`src/hdl/drsa_pkg.sv`:
```
// shared types and codes for the deferred-reuse slot allocator
package drsa_pkg;

  // request function codes
  localparam logic [1:0] FN_ALLOC  = 2'd0;
  localparam logic [1:0] FN_UPDATE = 2'd1;
  localparam logic [1:0] FN_FREE   = 2'd2;
  // unassigned code, answered as ignored
  localparam logic [1:0] FN_UNUSED = 2'd3;

  // result status codes
  localparam logic [2:0] STS_OK      = 3'd0;
  localparam logic [2:0] STS_FULL    = 3'd1;
  localparam logic [2:0] STS_RANGE   = 3'd2;
  localparam logic [2:0] STS_DOUBLE  = 3'd3;
  localparam logic [2:0] STS_NULL    = 3'd4;
  localparam logic [2:0] STS_IGNORED = 3'd5;

  // work kinds handed from front to back
  typedef enum logic [1:0] {
    OP_ALLOC,
    OP_FREE,
    OP_REPORT
  } op_t;

  // classified command
  typedef struct packed {
    op_t         op;
    logic [1:0]  pool;
    logic [9:0]  slot;
    logic [2:0]  status;
    logic        zero_occ;
    logic [63:0] frame;
    logic [63:0] reuse;
  } cmd_t;

  // finished result
  typedef struct packed {
    logic [9:0]  slot;
    logic [2:0]  status;
    logic [10:0] occ;
  } res_t;

  // back-end sequencer states
  typedef enum logic [3:0] {
    ST_IDLE,
    ST_DISPATCH,
    ST_A_RD,
    ST_A_CHK,
    ST_SH_RD,
    ST_SH_WR,
    ST_F_RD,
    ST_F_CHK,
    ST_EMIT
  } st_t;

endpackage

```
`src/hdl/drsa_front.sv`:
```
// request classification, stateless checks and config register
module drsa_front #(
  parameter int POOL_COUNT = 4,
  parameter int MAX_SLOTS  = 1024
) (
  input  logic          clk,
  input  logic          rst_n,
  input  logic          cfg_valid,
  output logic          cfg_ready,
  input  logic [2:0]    cfg_data,
  input  logic [1:0]    func,
  input  logic [1:0]    pool_index,
  input  logic [9:0]    slot_index,
  input  logic          no_slot,
  input  logic [31:0]   resource_id,
  input  logic [63:0]   frame_number,
  output drsa_pkg::cmd_t cmd
);
  import drsa_pkg::*;

  logic [2:0] in_flight_r;
  logic       pool_bad;
  logic       res_null;

  assign cfg_ready = 1'b1;

  // in-flight frame count register
  always_ff @(posedge clk) begin
    if (!rst_n) begin
      in_flight_r <= 3'd2;
    end else if (cfg_valid) begin
      in_flight_r <= cfg_data;
    end
  end

  assign pool_bad = (32'(pool_index) >= 32'(POOL_COUNT));
  assign res_null = (resource_id == '0);

  // classify
  always_comb begin
    cmd.pool     = pool_index;
    cmd.slot     = slot_index;
    cmd.frame    = frame_number;
    cmd.reuse    = frame_number + 64'(in_flight_r) + 64'd1;
    cmd.zero_occ = pool_bad;
    cmd.op       = OP_REPORT;
    cmd.status   = STS_IGNORED;
    if (!pool_bad) begin
      case (func)
        FN_ALLOC: begin
          if (res_null) begin
            cmd.slot   = '0;
            cmd.status = STS_NULL;
          end else begin
            cmd.op     = OP_ALLOC;
            cmd.status = STS_OK;
          end
        end
        FN_UPDATE: begin
          if (32'(slot_index) >= 32'(MAX_SLOTS)) begin
            cmd.status = STS_RANGE;
          end else if (res_null) begin
            cmd.status = STS_NULL;
          end else begin
            cmd.status = STS_OK;
          end
        end
        FN_FREE: begin
          if (!no_slot) begin
            cmd.op     = OP_FREE;
            cmd.status = STS_OK;
          end
        end
        default: cmd.status = STS_IGNORED;
      endcase
    end
  end
endmodule

```
`config.mk`:
```
export PLATFORM = sky130hd
export DESIGN_NAME = drsa_front
export DESIGN_NICKNAME = d
export VERILOG_FILES = /design/src/hdl/drsa_pkg.sv /design/src/hdl/drsa_front.sv
export SDC_FILE = /design/constraint.sdc
export NUM_CORES = 1
export LEC_CHECK = 0
export ABC_AREA = 1
export BUFFER_PORTS_ARGS = -buffer_cell sky130_fd_sc_hd__clkbuf_2
export CAP_MARGIN = 20
export CORE_AREA = 2 2 104 106
export CTS_CLUSTER_DIAMETER = 120
export DETAILED_ROUTE_END_ITERATION = 16
export DIE_AREA = 0 0 106 108
export GPL_TIMING_DRIVEN = 0
export PLACE_DENSITY = 0.77
export SETUP_SLACK_MARGIN = 0.4
export SYNTH_ARGS = -nofsm -noshare
export SYNTH_HDL_FRONTEND = slang
export SYNTH_SLANG_ARGS = --single-unit
export TNS_END_PERCENT = 100
```
`constraint.sdc`:
```
create_clock -name clk -period 2 [get_ports clk]
set_input_delay 0.4 -clock clk [delete_from_list [all_inputs] [get_ports clk]]
set_output_delay 0.4 -clock clk [all_outputs]
set_load 0.03 [all_outputs]
```
# Yosys cells after proc, flatten, opt, wreduce, memory -nomap -nowiden
# Index checks and enable logic that the tools add are counted.
dict set report op_classes {
  n_eq_ne 2
  addsub 2
  bitwise 0
  shift 0
  reduce_logical 3
  n_mux 8
  order_cmp 0
  div 0
  mul 0
}
# op count
set op_table {}
lappend op_table {{64-bit by 1-bit adder with 64-bit output, second input constant} 1}
lappend op_table {{64-bit by 3-bit adder with 64-bit output} 1}
lappend op_table {{32-bit zero test} 1}
lappend op_table {{10-bit two-way mux} 2}
lappend op_table {{3-bit two-way mux} 2}
lappend op_table {{3-bit case mux with 2 select lines} 1}
lappend op_table {{2-bit two-way mux} 2}
lappend op_table {{2-bit case mux with 2 select lines} 1}
lappend op_table {{2-bit by 1-bit == test with 1-bit output, second input constant} 1}
lappend op_table {{2-bit == test, second input constant} 1}
lappend op_table {{2-bit zero test} 1}
lappend op_table {{2-bit OR reduction} 1}
dict set report word_totals {
  word_cells 16
  latch_bits 0
  romBits 0
  ramBits 0
  in_bits 117
  memories 0
  out_inout_bits 147
  reg_bits 3
}

# Longest topological paths before layout
# Gate-level depths: netlist (run 1).
dict set report logic_depth {
  depth_word 3
  depth_mapped 12
  mapped_depth_nobuf 12
}

# Worst setup path before layout (run 1)
# No wires, ideal clock.
dict set report synth_path {
  path_type {in2out}
  from {input port frame_number[0]}
  to {output port cmd[46] (netlist bit)}
  t_required_ps 1600
  path_buffers 0
  stages 10
  arrival_time_ps 2030
  path_slack_ps -430
  cell_sequence {inv_1 -> ha_1 -> inv_1 -> fa_1 -> nand2_2 -> nand2_2 -> nand3_4 -> nor2_4 -> nand3_1 -> xor2_1}
}
# item line
set synth_rtl {}
lappend synth_rtl {{start: declaration} drsa_front.sv:16} ;# input logic [63:0] frame_number,
lappend synth_rtl {{end: declaration} drsa_front.sv:17} ;# output drsa_pkg::cmd_t cmd

==> results of run 1 <==
-- worst register-to-register path, delay by kind of cell (launching register included) --
kind,cells,cell delay [ns]
AOI/OAI and AO/OA,1,0.13
buffers and inverters,2,0.16
DFF,1,0.31
-- final cells by class --
| type | instances | area, µm² | share of cell area |
|---|---|---|---|
| multi-input combinational | 480 | 4130 | 0.537 |
| inverter | 60 | 235 | 0.0306 |
| clock buffer | 4 | 45.0 | 0.00586 |
| timing repair buffer | 302 | 2510 | 0.326 |
| tap | 136 | 170 | 0.0221 |
| sequential | 3 | 63.8 | 0.00830 |
| buffer | 71 | 541 | 0.0703 |
-- synth_stat cells (6+ instances only) --
master,number
a21oi_1,12
buf_4,69
inv_1,57
nand2_1,176
nand2_2,22
nand2_4,8
nand3_1,23
nand3b_1,6
nand4_1,17
nor2_1,112
nor2_2,16
nor2_4,15
xnor2_1,24
xor2_1,16
-- worst max path at each step --
stage               to  slack (ns)  cells after the start
2_1_floorplan  cmd[46]       -0.14                     10
3_3_place_gp   cmd[62]       -0.57                     14
3_5_place_dp   cmd[62]       -0.58                     14
4_1_cts        cmd[24]       -0.46                     11
5_1_grt        cmd[14]       -0.55                     12
6_report       cmd[14]       -0.45                     12
-- per-layer routing --
layer	track usage	part of all wire	vias up	wire length, µm
li1	-	-	2429	-
met1	0.282	0.34	2333	5770
met2	0.549	0.55	258	9420
met3	0.0434	0.070	59	1200
met4	0.106	0.044	0	750
met5	0	0	-	0
-- cells by family (layout without fill, tap and decap cells) --
logic type	after synthesis	after routing	synth area share
compound gates	21	21	0.0328
flops	3	3	0.0177
buf+inv	131	437	0.224
xor+xnor	41	41	0.108
other cells	2	3	0.00221
fa+ha+maj	4	4	0.0169
simple gates	411	411	0.599
-- power by group through the flow --
stage / Sequential [mW] / Combinational [mW] / Clock [mW]
final: 0.0699 / 1.64 / 0.179
after global routing: 0.0701 / 1.72 / 0.190
after CTS: 0.0698 / 1.50 / 0.184
after detailed placement: 0.0690 / 1.28 / 0
after global placement: 0.0688 / 1.27 / 0
after floorplan: 0.0681 / 0.848 / 0
-- repair_timing --
| action | CTS | global route |
|---|---|---|
| endpoints found under the setup margin | 75 | 75 |
| buffers inserted | 32 | 12 |
| pin swaps | 64 | 75 |
| cloned | 1 | 0 |
| gates resized for setup | 220 | 154 |
==> flow_metrics.env, run 1 <==
export IMPL_status="finished with violations"
export IMPL_violations="setup timing"
export IMPL_post_route_util=0.752
export IMPL_leakagePower_nw=3.78
export IMPL_via_per_inst=4.81
export IMPL_cell_internal_pwr_mw=0.909
export IMPL_hp_class="input pin to flip-flop"
export IMPL_detail_route_antenna_nets=0
export IMPL_timing_clock_skew_ns=0
export IMPL_dp_cells=1007
export IMPL_io_pins=264
export IMPL_drc_errors=0
export IMPL_grt_pass1_wl_um=24600
export IMPL_place_area_um2=5940
export IMPL_fin_crit_sh=1.23
export IMPL_layout_commonest_cell="clkbuf_2"
export IMPL_drt_iter0_markers=244
export IMPL_r2r_slack_ns=1.32
export IMPL_cts_made_buffers=3
export IMPL_finalWorstPathRequiredPeriod_ns=2.45
export IMPL_swShare=0.520
export IMPL_wire_per_inst_um=16.2
export IMPL_cp_arrival_ns=2.05
export IMPL_p_total_mw=1.89
export IMPL_drive_above_1_share=0.678
export IMPL_layout_common_cells="174 x clkbuf_2, 118 x nand2_1, 82 x nor2_1"
export IMPL_die_w_um=106
export IMPL_portBuffers=257
export IMPL_critPathKind="flip-flop to output port"
export IMPL_dp_hpwl_um=12600
export IMPL_grt_max_degree=11
export IMPL_final_cell_area_um2=7690
export IMPL_r2r_end="in_flight_r[0]"
export IMPL_clockBufferDepth=2
export IMPL_whs_endpoint="in_flight_r[1]"
export IMPL_clk_latency_ns=0.22
export IMPL_synth_main_ff_cell="dfxtp_1"
export IMPL_critical_path_required_ns=1.60
export IMPL_setup_viol=62
export IMPL_power_frac_seq=0.037
export IMPL_die_h_um=108
export IMPL_nets=1042
export IMPL_hp_start="rst_n"
export IMPL_initial_utilization=0.332
export IMPL_gp_congestion=0.872
export IMPL_grt_ovfl_total=0
export IMPL_synth_top_cell_area_share=0.194
export IMPL_max_cap_viol_count=0
export IMPL_cp_num_buf_inv=5
export IMPL_design_die_area_um2=11400
export IMPL_antenna_found_initial=0
export IMPL_whs_path_depth=2
export IMPL_worstPathMaxFanout=4
export IMPL_cts_max_level=1
export IMPL_setup_tns_ns=-18.27
export IMPL_holdBufCountCts=0
export IMPL_synth_cell_types=31
export IMPL_syn_inst=613
export IMPL_async_flop_share=0
export IMPL_core_um2=10200
export IMPL_diodes=0
export IMPL_p_per_area_nw_per_um2=246
export IMPL_crit_start="in_flight_r[0]"
export IMPL_ys_seq_area_frac=0.0177
export IMPL_synth_edf_count=0
export IMPL_setup_worst_path_start_class="flip-flop"
export IMPL_synth_area_um2=3400
export IMPL_first_pass_iters=5
export IMPL_yosys_register_bits=3
export IMPL_place_ws_ns=-0.584
export IMPL_grt_pass1_vias=4962
export IMPL_pwr_share_comb=0.868
export IMPL_rows=37
export IMPL_pwr_share_clk=0.095
export IMPL_r2r_cells=3
export IMPL_slew_viol_final=0
export IMPL_final_hold_viol_count=0
export IMPL_cts_root_buf="clkbuf_8"
export IMPL_cpPeakStageDelay_ns=0.31
export IMPL_relSlewSlack=0.647
export IMPL_track_usage=0.273
export IMPL_synth_top_cell_by_area="nand2_1"
export IMPL_cp_cell_sequence="inv_2 -> ha_4 -> inv_4 -> fa_2 -> nand2_4 -> nand2_4 -> nand3_4 -> nor2_4 -> buf_6 -> buf_6 -> xor2_2 -> clkbuf_8"
export IMPL_num_fill_cells=760
export IMPL_vdd_ir_drop_max_mv=0.330
export IMPL_max_freq_mhz=408
export IMPL_whs_ns=0.394
export IMPL_area_delta_synth_final_pct=126
export IMPL_avgSynthCellArea_um2=5.54
export IMPL_power_switching_mw=0.984
export IMPL_wl_um=17100
export IMPL_clkTransAtPathRegs_ns=0.03
export IMPL_synth_area_leaders="nand2_1 19%, buf_4 15%, nor2_1 12%, inv_1 6.3%, xnor2_1 6.2%"
export IMPL_synth_warning_count=0
export IMPL_cts_tree="done"
export IMPL_largest_registers="in_flight_r: 3 flops"
export IMPL_cp_slowest_cell="dfxtp_2"
export IMPL_fin_ws_ns=-0.453
export IMPL_largest_reg_flops=3
export IMPL_cp_end_kind="output port"
export IMPL_rsz0062_at_grt="yes"
export IMPL_cp_top_family="buffers and inverters"
export IMPL_final_cell_count_no_fill=1056
export IMPL_clock_sinks=3
export IMPL_num_vias=5079
export IMPL_tightestPinTransition_ns=0.528
export IMPL_largest_register="in_flight_r"
export IMPL_r2r_start="in_flight_r[0]"
No activity file was read; power rests on OpenSTA's default activity.
==> run 2, diff against run 1 <==
- ABC_AREA: 1 -> default
- CORE_AREA: 2 2 104 106 -> 2 2 103 105
- DIE_AREA: 0 0 106 108 -> 0 0 105 107
- PLACE_DENSITY: 0.77 -> 0.66
==> flow_metrics.env, run 2 <==
export IMPL_whs_ns=0.351
export IMPL_core_um2=10100
export IMPL_cts_tree="done"
export IMPL_violations="setup timing"
export IMPL_synth_cell_types=31
export IMPL_num_vias=3711
export IMPL_cts_root_buf="clkbuf_8"
export IMPL_critPathKind="flip-flop to output port"
export IMPL_synth_top_cell_by_area="buf_4"
export IMPL_max_cap_viol_count=0
export IMPL_worstPathMaxFanout=6
export IMPL_nets=795
export IMPL_place_ws_ns=-1.31
export IMPL_clockBufferDepth=2
export IMPL_first_pass_iters=4
export IMPL_grt_max_degree=9
export IMPL_syn_inst=339
export IMPL_yosys_register_bits=3
export IMPL_max_freq_mhz=378
export IMPL_largest_register="in_flight_r"
export IMPL_timing_clock_skew_ns=0
export IMPL_finalWorstPathRequiredPeriod_ns=2.64
export IMPL_fin_ws_ns=-0.643
export IMPL_dp_cells=733
export IMPL_vdd_ir_drop_max_mv=0.397
export IMPL_clock_sinks=3
export IMPL_wire_per_inst_um=16.5
export IMPL_area_delta_synth_final_pct=216
export IMPL_synth_top_cell_area_share=0.227
export IMPL_async_flop_share=0
export IMPL_avgSynthCellArea_um2=6.72
export IMPL_largest_registers="in_flight_r: 3 flops"
export IMPL_via_per_inst=4.59
export IMPL_drt_iter0_markers=104
export IMPL_initial_utilization=0.226
export IMPL_relSlewSlack=0.640
export IMPL_dp_hpwl_um=9010
export IMPL_synth_main_ff_cell="dfxtp_1"
export IMPL_p_per_area_nw_per_um2=248
export IMPL_antenna_found_initial=0
export IMPL_cts_made_buffers=3
export IMPL_synth_commonest_cells="69 x buf_4, 39 x xor2_1, 34 x nor2_1"
export IMPL_io_pins=264
export IMPL_wl_um=13300
export IMPL_ys_seq_area_frac=0.0263
export IMPL_grt_pass1_vias=3864
export IMPL_rsz0062_at_grt="yes"
export IMPL_grt_ovfl_total=0
export IMPL_track_usage=0.218
export IMPL_cp_arrival_ns=2.24
export IMPL_grt_met2_usage=0.446
export IMPL_die_w_um=105
export IMPL_clkTransAtPathRegs_ns=0.03
export IMPL_tightestPinTransition_ns=0.539
export IMPL_clk_latency_ns=0.22
export IMPL_drive_above_1_share=0.857
export IMPL_use_met1=0.233
export IMPL_setup_viol=74
export IMPL_largest_reg_flops=3
export IMPL_final_cell_count_no_fill=809
export IMPL_setup_worst_path_start_class="flip-flop"
export IMPL_synth_most_common_cell="buf_4"
export IMPL_gp_congestion=0.805
export IMPL_fin_crit_sh=1.32
export IMPL_synth_area_leaders="buf_4 23%, xor2_1 15%, xnor2_1 8.5%, nor2_1 5.6%, nand3_1 5.5%"
export IMPL_gr_max_usage_layer="met2"
export IMPL_die_h_um=107
export IMPL_slew_viol_final=0
export IMPL_rows=37
export IMPL_design_die_area_um2=11200
export IMPL_critical_path_required_ns=1.60
export IMPL_p_total_mw=1.78
export IMPL_layout_common_cells="152 x clkbuf_2, 113 x buf_4, 46 x clkbuf_8"
export IMPL_leakagePower_nw=3.48
export IMPL_synth_warning_count=0
export IMPL_grt_use_met3=0.0261
export IMPL_synth_edf_count=0
export IMPL_synth_area_um2=2280
export IMPL_layout_commonest_cell="clkbuf_2"
export IMPL_final_hold_viol_count=0
export IMPL_portBuffers=257
export IMPL_cp_end_kind="output port"
export IMPL_detail_route_antenna_nets=0
export IMPL_status="finished with violations"
export IMPL_diodes=0
export IMPL_cts_max_level=1
export IMPL_grt_pass1_wl_um=19800
export IMPL_hp_class="input pin to flip-flop"
export IMPL_drc_errors=0
export IMPL_post_route_util=0.713
## run 2: cell count changes in the layout (fill, tap and decap cells not counted), sizes merged, moves of 7 or more
cell / previous run / this run
nand2: 206 / 32
nor2: 145 / 34
inv: 60 / 11
clkbuf: 189 / 217
nor4: 0 / 24
xor2: 17 / 39
nor2b: 0 / 14
a21oi: 12 / 2
nor3: 6 / 13
o21ai: 8 / 1
## run 2: final timing paths
path              cells after the start      startpoint  slack (ns)              to
setup reg to reg                      2  in_flight_r[1]        1.33  in_flight_r[1]
setup / recovery                     10  in_flight_r[0]       -0.64         cmd[56]
hold reg to reg                       2  in_flight_r[0]        0.52  in_flight_r[0]
hold / removal                        2           rst_n        0.35  in_flight_r[1]
## run 2: final cells by class
| type | count | area [µm²] |
|---|---|---|
| tap | 136 | 170 |
| timing repair buffer | 329 | 3040 |
| buffer | 70 | 523 |
| multi-input combinational | 256 | 3300 |
| fill | 711 | 2900 |
| clock buffer | 4 | 45.0 |
| sequential | 3 | 66.3 |
| inverter | 11 | 48.8 |
## run 2: worst max-delay path: stages (launching register included)
cell and delay, ns:
dfxtp_2 0.32, inv_2 0.04, ha_4 0.15, inv_2 0.05, fa_2 0.24, a21oi_4 0.09
nor2b_4 0.21, nand3_4 0.20, nor4_4 0.29, xor2_1 0.23, buf_4 0.20
## run 2: metal layers
| metal | routed length (µm) | part of all wire | vias to the layer above |
|---|---|---|---|
| met2 | 7770 | 0.58 | 176 |
| met3 | 836 | 0.063 | 16 |
| li1 | - | - | 1735 |
| met1 | 4520 | 0.34 | 1784 |
| met4 | 210 | 0.016 | 0 |
| met5 | 0 | 0 | - |
## run 2: metrics by stage
step | TNS (ns) | instance area, µm²
floorplan | -18.20 | 3310
global placement | -56.15 | 4770
detailed placement | -56.75 | 4770
CTS | -28.69 | 6810
global route | -39.06 | 7200
finish | -33.39 | 7200
## run 2: repair_timing
action | 4_1_cts | 5_1_grt
gates resized for setup | 316 | 85
pin swaps | 72 | 37
setup buffers | 51 | 20
cloned | 1 | 0
endpoints found under the setup margin | 75 | 75
hold buffers | 0 | 0
## run 2: cells by family after synthesis
family / count (synthesis) / synth area share
simple gates: 179 / 0.434
xor+xnor: 61 / 0.234
other cells: 2 / 0.00329
flops: 3 / 0.0263
mux: 3 / 0.0132
fa+ha+maj: 4 / 0.0252
compound gates: 6 / 0.0165
buf+inv: 81 / 0.247
## run 2: where the power goes
part | switching (mW) | internal [mW]
Combinational | 0.817 | 0.717
Sequential | 0.00430 | 0.0640
Clock | 0.0448 | 0.136
