`config.mk`:
```
export PLATFORM = sky130hd
export DESIGN_NAME = drsa_fifo
export DESIGN_NICKNAME = d
export VERILOG_FILES = /design/src/hdl/drsa_fifo.sv
export SDC_FILE = /design/constraint.sdc
export NUM_CORES = 1
export LEC_CHECK = 0
export ABC_AREA = 1
export BUFFER_PORTS_ARGS = -buffer_cell sky130_fd_sc_hd__buf_2
export CORE_MARGIN = 5
export CORE_UTILIZATION = 30
export DETAILED_ROUTE_END_ITERATION = 8
export RECOVER_POWER = 25
export SLEW_MARGIN = 15
export SYNTH_ARGS = -nofsm -noshare
export SYNTH_HDL_FRONTEND = slang
export SYNTH_SLANG_ARGS = --single-unit
```
`constraint.sdc`:
```
create_clock -name clk -period 2.73 [get_ports clk]
set_input_delay 0.546 -clock clk [delete_from_list [all_inputs] [get_ports clk]]
set_output_delay 0.546 -clock clk [all_outputs]
set_load 0.1 [all_outputs]
```
`src/hdl/drsa_fifo.sv`:
```
// small register queue with push/full and pop/empty
module drsa_fifo #(
  parameter int W     = 8,
  parameter int DEPTH = 4
) (
  input  logic         clk,
  input  logic         rst_n,
  input  logic         push,
  input  logic [W-1:0] push_data,
  output logic         full,
  input  logic         pop,
  output logic [W-1:0] pop_data,
  output logic         empty
);
  localparam int PW = (DEPTH > 1) ? $clog2(DEPTH) : 1;
  localparam int CW = $clog2(DEPTH + 1);

  logic [W-1:0]  store_r [DEPTH];
  logic [PW-1:0] wp_r;
  logic [PW-1:0] rp_r;
  logic [CW-1:0] cnt_r;
  logic          do_push;
  logic          do_pop;

  assign full     = (cnt_r == CW'(DEPTH));
  assign empty    = (cnt_r == '0);
  assign do_push  = push && !full;
  assign do_pop   = pop && !empty;
  assign pop_data = store_r[rp_r];

  // storage
  always_ff @(posedge clk) begin
    if (do_push) begin
      store_r[wp_r] <= push_data;
    end
  end

  // pointers and count
  always_ff @(posedge clk) begin
    if (!rst_n) begin
      wp_r  <= '0;
      rp_r  <= '0;
      cnt_r <= '0;
    end else begin
      if (do_push) begin
        wp_r <= (wp_r == PW'(DEPTH - 1)) ? '0 : wp_r + 1'b1;
      end
      if (do_pop) begin
        rp_r <= (rp_r == PW'(DEPTH - 1)) ? '0 : rp_r + 1'b1;
      end
      if (do_push && !do_pop) begin
        cnt_r <= cnt_r + 1'b1;
      end else if (do_pop && !do_push) begin
        cnt_r <= cnt_r - 1'b1;
      end
    end
  end
endmodule

```
* After elaboration in Yosys (flattened, before gate mapping)
Memory sizes are Yosys's and may differ from the RTL's. A register that Yosys moved wholly into a read port is not among the register bits.
Cells that the tools add are included.
** Operators by class
- Equality and inequality tests :: 3
- Multiplexer cells :: 8
- Shifts and indexed selects :: 0
- Reduce and logical (&&, ||, !) cells :: 10
- Divide/modulo/power cells :: 0
- Bitwise operators :: 0
- $mul :: 0
- $add $sub $neg :: 4
- Order comparisons :: 0
** Operators with widths (count)
- two-way mux 2 bit :: 4
- two-way mux 3 bit :: 2
- adder 2 x 1 -> 2 bit (second input constant) :: 2
- == test 2 bit (second input constant) :: 2
- logical AND 1 bit :: 4
- zero test 1 bit :: 4
- adder 3 x 1 -> 3 bit (second input constant) :: 1
- == test 3 bit (second input constant) :: 1
- zero test 3 bit :: 1
- subtractor 3 x 1 -> 3 bit (second input constant) :: 1
- two-way mux 1 bit :: 2
- nonzero test 2 bit :: 1
** Word-level totals
- RAM bits :: 32
- Latch bits :: 0
- Logic and storage cells :: 29
- ROM bits :: 0
- Flip-flop bits (word level) :: 7
- Output and inout bits :: 10
- Input bits :: 12
- Memories kept :: 1
** Memory list
- store_r :: words 4, bits a word 8, read ports 1, clocked after memory_dff 1, write ports 1, line 18 : logic [W-1:0] store_r [DEPTH];

* Depth between registers and ports, before layout
Gate-level depths: netlist (run 1).
- Depth in word-level cells :: 7
- Gate-level depth with buffers :: 13
- Mapped depth without buffers :: 13

* Worst setup path before layout (run 1)
No wires, ideal clock.
- Path type :: register to output
- Start :: register (tool-made name)
- End :: output pop_data[5]
- Data required time :: 2184 ps
- Stages on the path, launching flop included :: 5
- Arrival time :: 2101 ps
- Buffers on the path :: 1
- Path slack :: 83 ps
- Path through :: dfxtp_1 > inv_2 > buf_6 > o21ai_2 > o22ai_1
** RTL lines
- end, declared :: line 12 : output logic [W-1:0] pop_data,

==> report_table.html, run 1 <==
<table>
<tr><th>Metric</th><th>Value</th></tr>
<tr><th colspan="2">Drt</th></tr>
<tr><td>Routed wirelength normalized by instance count</td><td>12.25 µm</td></tr>
<tr><td>Residual antenna-violating net count after detailed routing</td><td>0</td></tr>
<tr><td>Wire length reported by the detailed router</td><td>3039 µm</td></tr>
<tr><td>Via-to-Cell Ratio</td><td>4.403</td></tr>
<tr><td>Number of detailed-route iterations in the first pass</td><td>4</td></tr>
<tr><td>Routed via count</td><td>1092</td></tr>
<tr><td>Drt first-iter violations</td><td>77</td></tr>
<tr><td>Residual DRC</td><td>0</td></tr>
<tr><th colspan="2">STA</th></tr>
<tr><td>Fmax</td><td>419.8 MHz</td></tr>
<tr><td>Setup Viol. Count Final</td><td>0</td></tr>
<tr><td>Worst slew margin</td><td>50.33%</td></tr>
<tr><td>Final worst-path cycle share</td><td>87.25%</td></tr>
<tr><td>Clock skew</td><td>0.005105 ns</td></tr>
<tr><td>Slew at the pin closest to its max-slew limit</td><td>between 0.7 and 0.8 ns</td></tr>
<tr><td>Fin. max-slew vios</td><td>0</td></tr>
<tr><td>Setup repair after global routing missed its margin</td><td>no</td></tr>
<tr><td>Count of final hold-check violations</td><td>0</td></tr>
<tr><td>Sum Neg Setup Slack</td><td>0 ns</td></tr>
<tr><td>Min Tclk post-route</td><td>~2.4 ns</td></tr>
<tr><th colspan="2">Layout</th></tr>
<tr><td>Proportion of layout cells with a drive suffix above 1</td><td>15.34%</td></tr>
<tr><td>Final #Nets</td><td>a little under 200</td></tr>
<tr><td>Area growth syn-to-layout</td><td>15.30%</td></tr>
<tr><td>Number of filler cells placed in the layout</td><td>562</td></tr>
<tr><td>Leading cell types in the layout, fill and taps excluded</td><td>33 x nor2_1, 32 x edfxtp_1, 18 x inv_1</td></tr>
<tr><td>Antenna diode count</td><td>0</td></tr>
<tr><td>Non-filler instance count after layout</td><td>approximately 250</td></tr>
<tr><td>Most common cell after layout, fill and taps aside</td><td>nor2_1</td></tr>
<tr><th colspan="2">Floorplanning</th></tr>
<tr><td>Die Span Y</td><td>~85 µm</td></tr>
<tr><td>Chip Width</td><td>85.12 µm</td></tr>
<tr><td>Core ar.</td><td>about 0.0055 mm²</td></tr>
<tr><td>Initial Util</td><td>30.74%</td></tr>
<tr><td>Die outline area</td><td>0.007245 mm²</td></tr>
<tr><td>Std-Cell Rows</td><td>27</td></tr>
<tr><td># IOs</td><td>22</td></tr>
<tr><th colspan="2">Logic synthesis</th></tr>
<tr><td>Basic-gate share of the synthesized area counting and, or, nand and nor cells</td><td>11.90%</td></tr>
<tr><td>Adder and majority cell fraction of the synthesized area</td><td>5.617%</td></tr>
<tr><td>Xor/xnor cell area share of the yosys netlist</td><td>0%</td></tr>
<tr><td>Synth Instances</td><td>148</td></tr>
<tr><td>Synth unique cells</td><td>18</td></tr>
<tr><td>Post-synthesis async set-or-reset flop share</td><td>0%</td></tr>
<tr><td>Synthesis warning total</td><td>0</td></tr>
<tr><td>Cell Area, Synth</td><td>between 0.0015 and 0.002 mm²</td></tr>
<tr><td>Mux contribution to synthesized area</td><td>0%</td></tr>
<tr><td>Synthesized-area fraction occupied by ao, oa, aoi and oai cells</td><td>9.534%</td></tr>
<tr><td>Mean area per synthesized cell</td><td>11.44 µm²</td></tr>
<tr><td>Combinational family with the most area after synthesis</td><td>simple AND/OR/NAND/NOR gates</td></tr>
<tr><td>Mapped Nets</td><td>about 170</td></tr>
<tr><td>Sequential cell area fraction in the yosys report</td><td>about two thirds</td></tr>
<tr><td>Most instantiated flip-flop cell in the synthesis netlist</td><td>edfxtp_1</td></tr>
<tr><td>Number of synthesized flops with an enable pin</td><td>32</td></tr>
<tr><td>Flop and latch count out of synthesis</td><td>41</td></tr>
<tr><th colspan="2">Clock network</th></tr>
<tr><td>CTS Sinks</td><td>slightly above 40</td></tr>
<tr><td>Clk slew on worst S/H paths</td><td>approximately 0.080 ns</td></tr>
<tr><td>Clock buffer depth</td><td>2</td></tr>
<tr><td>Clock latency on the worst-skew pair</td><td>0.29 ns</td></tr>
<tr><td>Post-CTS setup-driven buffer insertion count</td><td>0</td></tr>
<tr><td>CTS tree</td><td>done</td></tr>
<tr><td># resized after CTS</td><td>0</td></tr>
<tr><td>Buffer cell driving the clock tree root</td><td>clkbuf_8</td></tr>
<tr><td>Num CTS Buffers</td><td>5</td></tr>
<tr><td>Post-CTS Hold Fix Bufs</td><td>0</td></tr>
<tr><td>H-tree lvl count</td><td>2</td></tr>
<tr><th colspan="2">Place</th></tr>
<tr><td>Placed cell count</td><td>241</td></tr>
<tr><td>GP Congestion</td><td>about 0.74</td></tr>
<tr><td>Buffers on Ports</td><td>21</td></tr>
<tr><td>Detailed placer's ending HPWL</td><td>2084 µm</td></tr>
<tr><th colspan="2">Global routing</th></tr>
<tr><td>Global-route total usage across every layer</td><td>9.227%</td></tr>
<tr><td>Wire length of the first global-routing pass</td><td>5023 µm</td></tr>
<tr><td>Grt ovf</td><td>0</td></tr>
<tr><td>Pin count of the biggest net entering global routing</td><td>18</td></tr>
<tr><td>Antenna violations before repair</td><td>0</td></tr>
<tr><td>Via count of the first global-routing pass</td><td>1016</td></tr>
<tr><th colspan="2">Setup path</th></tr>
<tr><td>Worst setup path class</td><td>reg2out</td></tr>
<tr><td>Worst path required time</td><td>2.18 ns</td></tr>
<tr><td>Worst setup EP type</td><td>primary output</td></tr>
<tr><td>Arrival time worst endpoint</td><td>1.84 ns</td></tr>
<tr><td>Type of origin of the critical path</td><td>flop</td></tr>
<tr><td>Largest fanout on the critical path</td><td>17</td></tr>
<tr><th colspan="2">Job</th></tr>
<tr><td>Max capacitance violation total</td><td>0</td></tr>
<tr><th colspan="2">Run status</th></tr>
<tr><td>Run status</td><td>finished, final reports clean</td></tr>
<tr><th colspan="2">Min path</th></tr>
<tr><td>Class of the tightest hold or removal check</td><td>in2reg</td></tr>
</table>
## per-stage QoR
| step | hold slack, ns | cell area (µm²) | utilization, % | setup slack (ns) |
|---|---|---|---|---|
| 2_1_floorplan | 0.4801 | 1693 | - | 0.08281 |
| 3_3_place_gp | 0.4938 | 1881 | 34.15 | 0.6839 |
| 3_5_place_dp | 0.5067 | 1881 | 34.15 | 0.6432 |
| 4_1_cts | 0.4608 | 1961 | 35.61 | 0.3239 |
| 5_1_grt | 0.4847 | 1952 | 35.45 | 0.1617 |
| 6_report | 0.4836 | 1952 | 35.45 | 0.3481 |
## Yosys cell counts (2+ instances only)
master | count | area (µm²)
buf_6 | 2 | 22.52
a21oi_1 | 2 | 10.01
inv_1 | 18 | 67.56
o21ai_0 | 14 | 70.07
nor2_1 | 33 | 123.9
o21ai_2 | 3 | 26.28
edfxtp_1 | 32 | 960.9
nand2_1 | 14 | 52.55
o22ai_1 | 8 | 50.05
ha_1 | 6 | 75.07
dfxtp_1 | 9 | 180.2
## critical path, stage by stage (launching register included)
cell     delay, ns
dfxtp_1       0.68
inv_2         0.26
o21ai_0       0.21
o22ai_1       0.10
buf_2         0.30
## worst paths after layout
kind | startpoint | end | slack (ns) | cells past startpoint
setup / recovery | flop | pop_data[2] | 0.35 | 4
setup reg to reg | cnt_r[1]$_SDFFE_PN0P_ | cnt_r[1]$_SDFFE_PN0P_ | 0.86 | 9
hold / removal | push_data[6] | store_r[1][6]$_DFFE_PP_ | 0.48 | 1
hold reg to reg | cnt_r[0]$_SDFFE_PN0P_ | cnt_r[0]$_SDFFE_PN0P_ | 0.52 | 2
## final cells by class
type,instances,area [µm²],area share (%)
multi-input combinational,86,457.9,23.46
inverter,19,71.32,3.654
clock inverter,2,11.26,0.5769
timing repair buffer,23,111.4,5.705
sequential,41,1141,58.46
clock buffer,5,68.82,3.526
tap,72,90.09,4.615
## flip-flops by register name (all words and copies together), names as in the netlist, named ones only
name     count
wp_r         2
rp_r         2
cnt_r        3
store_r     32
## routing by layer
metal | global-route usage [%] | share of wire, % | vias to the layer above
li1 | - | - | 557
met1 | 11.41 | 43 | 504
met2 | 14.05 | 48 | 27
met3 | 4.272 | 8.1 | 4
met4 | 3.453 | 1.3 | 0
met5 | 0 | 0 | -
## logic make-up after synthesis
group	count (synthesis)
AND/OR/NAND/NOR	51
flip-flops	41
AO/OA/AOI/OAI	28
buffers and inverters	21
adder cells (fa/ha/maj)	7
Power of run 1 is not shown: default switching activity piles up to over one toggle a cycle in this logic, so the estimate is an artifact.
==> inputs of run 2 (changes only) <==
- CORE_MARGIN: 5 -> default
==> run 2 against run 1 <==
Global-route usage grew 1.5 points. Die area shrank 18%. Flip-flop and latch count is the same. Critical path depth is the same. Maximum frequency shrank 1.2%. Critical path type unchanged.
==> report_table.html, run 2 (same netlist as run 1, synthesis figures left out) <==
<table>
<tr><th>Metric</th><th>Value</th></tr>
<tr><th colspan="2">Place</th></tr>
<tr><td>GP Congestion</td><td>0.6859 (-7.1%)</td></tr>
<tr><td>Detailed placer's ending HPWL</td><td>1892 µm (-9.2%)</td></tr>
<tr><td>Buffers on Ports</td><td>21 (unchanged)</td></tr>
<tr><th colspan="2">Setup path</th></tr>
<tr><td>Type of origin of the critical path</td><td>flop</td></tr>
<tr><td>Crit Reg-Reg Endpoint</td><td>cnt_r[1]$_SDFFE_PN0P_</td></tr>
<tr><td>Largest fanout on the critical path</td><td>17 (unchanged)</td></tr>
<tr><td>Worst setup EP type</td><td>primary output</td></tr>
<tr><td>Arrival time worst endpoint</td><td>1.87 ns (+0.03 ns)</td></tr>
<tr><td>Minimum setup slack among reg-to-reg paths</td><td>0.86 ns (about the same)</td></tr>
<tr><td>Launch instance of the worst register-to-register path</td><td>cnt_r[1]$_SDFFE_PN0P_</td></tr>
<tr><td>CP max stage delay</td><td>0.67 ns (about the same)</td></tr>
<tr><td>Slowest cell on crit path</td><td>dfxtp_1</td></tr>
<tr><td>Number of cells traversed by the worst register-to-register path</td><td>9 (unchanged)</td></tr>
<tr><td>Worst setup path class</td><td>reg2out</td></tr>
<tr><td>Worst path required time</td><td>2.18 ns (about the same)</td></tr>
<tr><td>Ordered cell list for the critical path</td><td>inv_2 &gt; o21ai_0 &gt; o22ai_1 &gt; buf_2</td></tr>
<tr><th colspan="2">Drt</th></tr>
<tr><td>Via-to-Cell Ratio</td><td>4.227 (-4.0%)</td></tr>
<tr><td>Drt first-iter violations</td><td>27 (-65%)</td></tr>
<tr><td>Wire length reported by the detailed router</td><td>2796 µm (-8.0%)</td></tr>
<tr><td>Routed via count</td><td>1044 (-4.4%)</td></tr>
<tr><td>Residual antenna-violating net count after detailed routing</td><td>0 (unchanged)</td></tr>
<tr><td>Routed wirelength normalized by instance count</td><td>11.32 µm (-7.6%)</td></tr>
<tr><td>Number of detailed-route iterations in the first pass</td><td>4 (unchanged)</td></tr>
<tr><td>Residual DRC</td><td>0 (unchanged)</td></tr>
<tr><th colspan="2">Run status</th></tr>
<tr><td>Run status</td><td>finished, final reports clean</td></tr>
<tr><th colspan="2">Floorplanning</th></tr>
<tr><td># IOs</td><td>22 (unchanged)</td></tr>
<tr><td>Chip Width</td><td>77.12 µm (-9.4%)</td></tr>
<tr><td>Initial Util</td><td>32.12% (+1.4 points)</td></tr>
<tr><td>Die outline area</td><td>0.005947 mm² (-18%)</td></tr>
<tr><td>Std-Cell Rows</td><td>26 (-3.7%)</td></tr>
<tr><td>Core ar.</td><td>0.005270 mm² (-4.3%)</td></tr>
<tr><td>Die Span Y</td><td>77.12 µm (-9.4%)</td></tr>
<tr><th colspan="2">Layout</th></tr>
<tr><td>Leading cell types in the layout, fill and taps excluded</td><td>33 x nor2_1, 32 x edfxtp_1, 18 x inv_1</td></tr>
<tr><td>Register area</td><td>0.001141 mm² (unchanged)</td></tr>
<tr><td>Final #Nets</td><td>195 (unchanged)</td></tr>
<tr><td>Flip-flop count of the largest register, all copies and words added</td><td>32 (unchanged)</td></tr>
<tr><td>Biggest regs</td><td>store_r (32), cnt_r (3)</td></tr>
<tr><td>Core occupancy in the finished layout</td><td>37.13% (+1.7 points)</td></tr>
<tr><td>Number of filler cells placed in the layout</td><td>543 (-3.4%)</td></tr>
<tr><td>Area growth syn-to-layout</td><td>15.60%</td></tr>
<tr><td>Area taken by multi-input logic gates</td><td>457.9 µm² (unchanged)</td></tr>
<tr><td>Most flops, register</td><td>store_r</td></tr>
<tr><td>Most common cell after layout, fill and taps aside</td><td>nor2_1</td></tr>
<tr><td>Antenna diode count</td><td>0 (unchanged)</td></tr>
<tr><td>Proportion of layout cells with a drive suffix above 1</td><td>16.38% (+1.0 points)</td></tr>
<tr><th colspan="2">Clock network</th></tr>
<tr><td># resized after CTS</td><td>0 (unchanged)</td></tr>
<tr><td>Clk slew on worst S/H paths</td><td>0.08 ns (about the same)</td></tr>
<tr><td>Clock latency on the worst-skew pair</td><td>0.29 ns (about the same)</td></tr>
<tr><td>Num CTS Buffers</td><td>5 (unchanged)</td></tr>
<tr><td>CTS tree</td><td>done</td></tr>
<tr><td>Post-CTS Hold Fix Bufs</td><td>0 (unchanged)</td></tr>
<tr><td>Post-CTS setup-driven buffer insertion count</td><td>0 (unchanged)</td></tr>
<tr><td>CTS Sinks</td><td>41 (unchanged)</td></tr>
<tr><td>Clock buffer depth</td><td>2 (unchanged)</td></tr>
<tr><td>Buffer cell driving the clock tree root</td><td>clkbuf_8</td></tr>
<tr><td>H-tree lvl count</td><td>2 (unchanged)</td></tr>
<tr><th colspan="2">Global routing</th></tr>
<tr><td>Antenna violations before repair</td><td>0 (unchanged)</td></tr>
<tr><td>Global-route total usage across every layer</td><td>10.72% (+1.5 points)</td></tr>
<tr><td>Pin count of the biggest net entering global routing</td><td>18 (unchanged)</td></tr>
<tr><td>Via count of the first global-routing pass</td><td>1071 (+5.4%)</td></tr>
<tr><td>Wire length of the first global-routing pass</td><td>4836 µm (-3.7%)</td></tr>
<tr><td>Grt ovf</td><td>0 (unchanged)</td></tr>
<tr><th colspan="2">Job</th></tr>
<tr><td>Max capacitance violation total</td><td>0 (unchanged)</td></tr>
<tr><th colspan="2">STA</th></tr>
<tr><td>Fin. max-slew vios</td><td>0 (unchanged)</td></tr>
<tr><td>Final worst-path cycle share</td><td>88.33% (+1.1 points)</td></tr>
<tr><td>Slew at the pin closest to its max-slew limit</td><td>0.7099 ns (-0.03241 ns)</td></tr>
<tr><td>Final hold slack</td><td>0.4749 ns (-0.008736 ns)</td></tr>
<tr><td>Setup repair after global routing missed its margin</td><td>no</td></tr>
<tr><td>Fmax</td><td>414.7 MHz (-1.2%)</td></tr>
<tr><td>Count of final hold-check violations</td><td>0 (unchanged)</td></tr>
<tr><td>Worst slew margin</td><td>52.50% (+2.2 points)</td></tr>
<tr><td>Clock skew</td><td>0.005157 ns (+0.00005257 ns)</td></tr>
<tr><td>Sum Neg Setup Slack</td><td>0 ns (unchanged)</td></tr>
<tr><td>Min Tclk post-route</td><td>2.411 ns (+0.02956 ns)</td></tr>
<tr><td>Setup Viol. Count Final</td><td>0 (unchanged)</td></tr>
<tr><th colspan="2">Min path</th></tr>
<tr><td>Cell depth of the worst min-delay path</td><td>1 (unchanged)</td></tr>
<tr><td>Class of the tightest hold or removal check</td><td>in2reg</td></tr>
<tr><td>Endpoint of the worst hold-timing path</td><td>store_r[1][7]$_DFFE_PP_</td></tr>
<tr><td>Hold path startpoint</td><td>push_data[7]</td></tr>
</table>
-- run 2: cell count changes in the layout (fill, tap and decap cells not counted), sizes merged --
cell	delta
buf	+1
clkbuf	-1
clkinv	+2
clkinvlp	-1
-- run 2: layout make-up --
cell class              count  share of cell area, %
well taps                  70                  4.476
flip-flops and latches     41                  58.31
clock inverters             3                 0.8951
multi-input cells          86                  23.40
repair buffers             23                  5.754
inverters                  19                  3.644
clock buffers               5                  3.517
-- run 2: per-layer routing --
layer  global-route usage, %  up-vias  wire, µm
met3                   4.167        5       151
met1                   12.60      461      1337
met4                   3.962        0        37
li1                        -      556         -
met5                       0        -         0
met2                   17.61       22      1270
-- run 2: worst max path at each step --
stage          start     endpoint  slack, ns
6_report        flop  pop_data[1]       0.32
2_1_floorplan   flop  pop_data[5]       0.08
4_1_cts         flop  pop_data[4]       0.29
3_3_place_gp    flop  pop_data[4]       0.67
5_1_grt         flop  pop_data[0]       0.13
3_5_place_dp    flop  pop_data[4]       0.61
-- run 2: worst max-delay path: cells and delay by family, from the launching register on --
kind	cells	cell delay (ns)
flip-flops	1	0.67
AO/OA/AOI/OAI	2	0.35
buffers and inverters	2	0.56
-- run 2: through the flow --
| stage | setup slack [ns] | instance area [µm²] | cells |
|---|---|---|---|
| 2_1_floorplan | 0.08281 | 1693 | 148 |
| 3_3_place_gp | 0.6685 | 1878 | 239 |
| 3_5_place_dp | 0.6073 | 1878 | 239 |
| 4_1_cts | 0.2894 | 1964 | 247 |
| 5_1_grt | 0.1327 | 1957 | 247 |
| 6_report | 0.3185 | 1957 | 247 |
Power of run 2 is left out for the same reason.
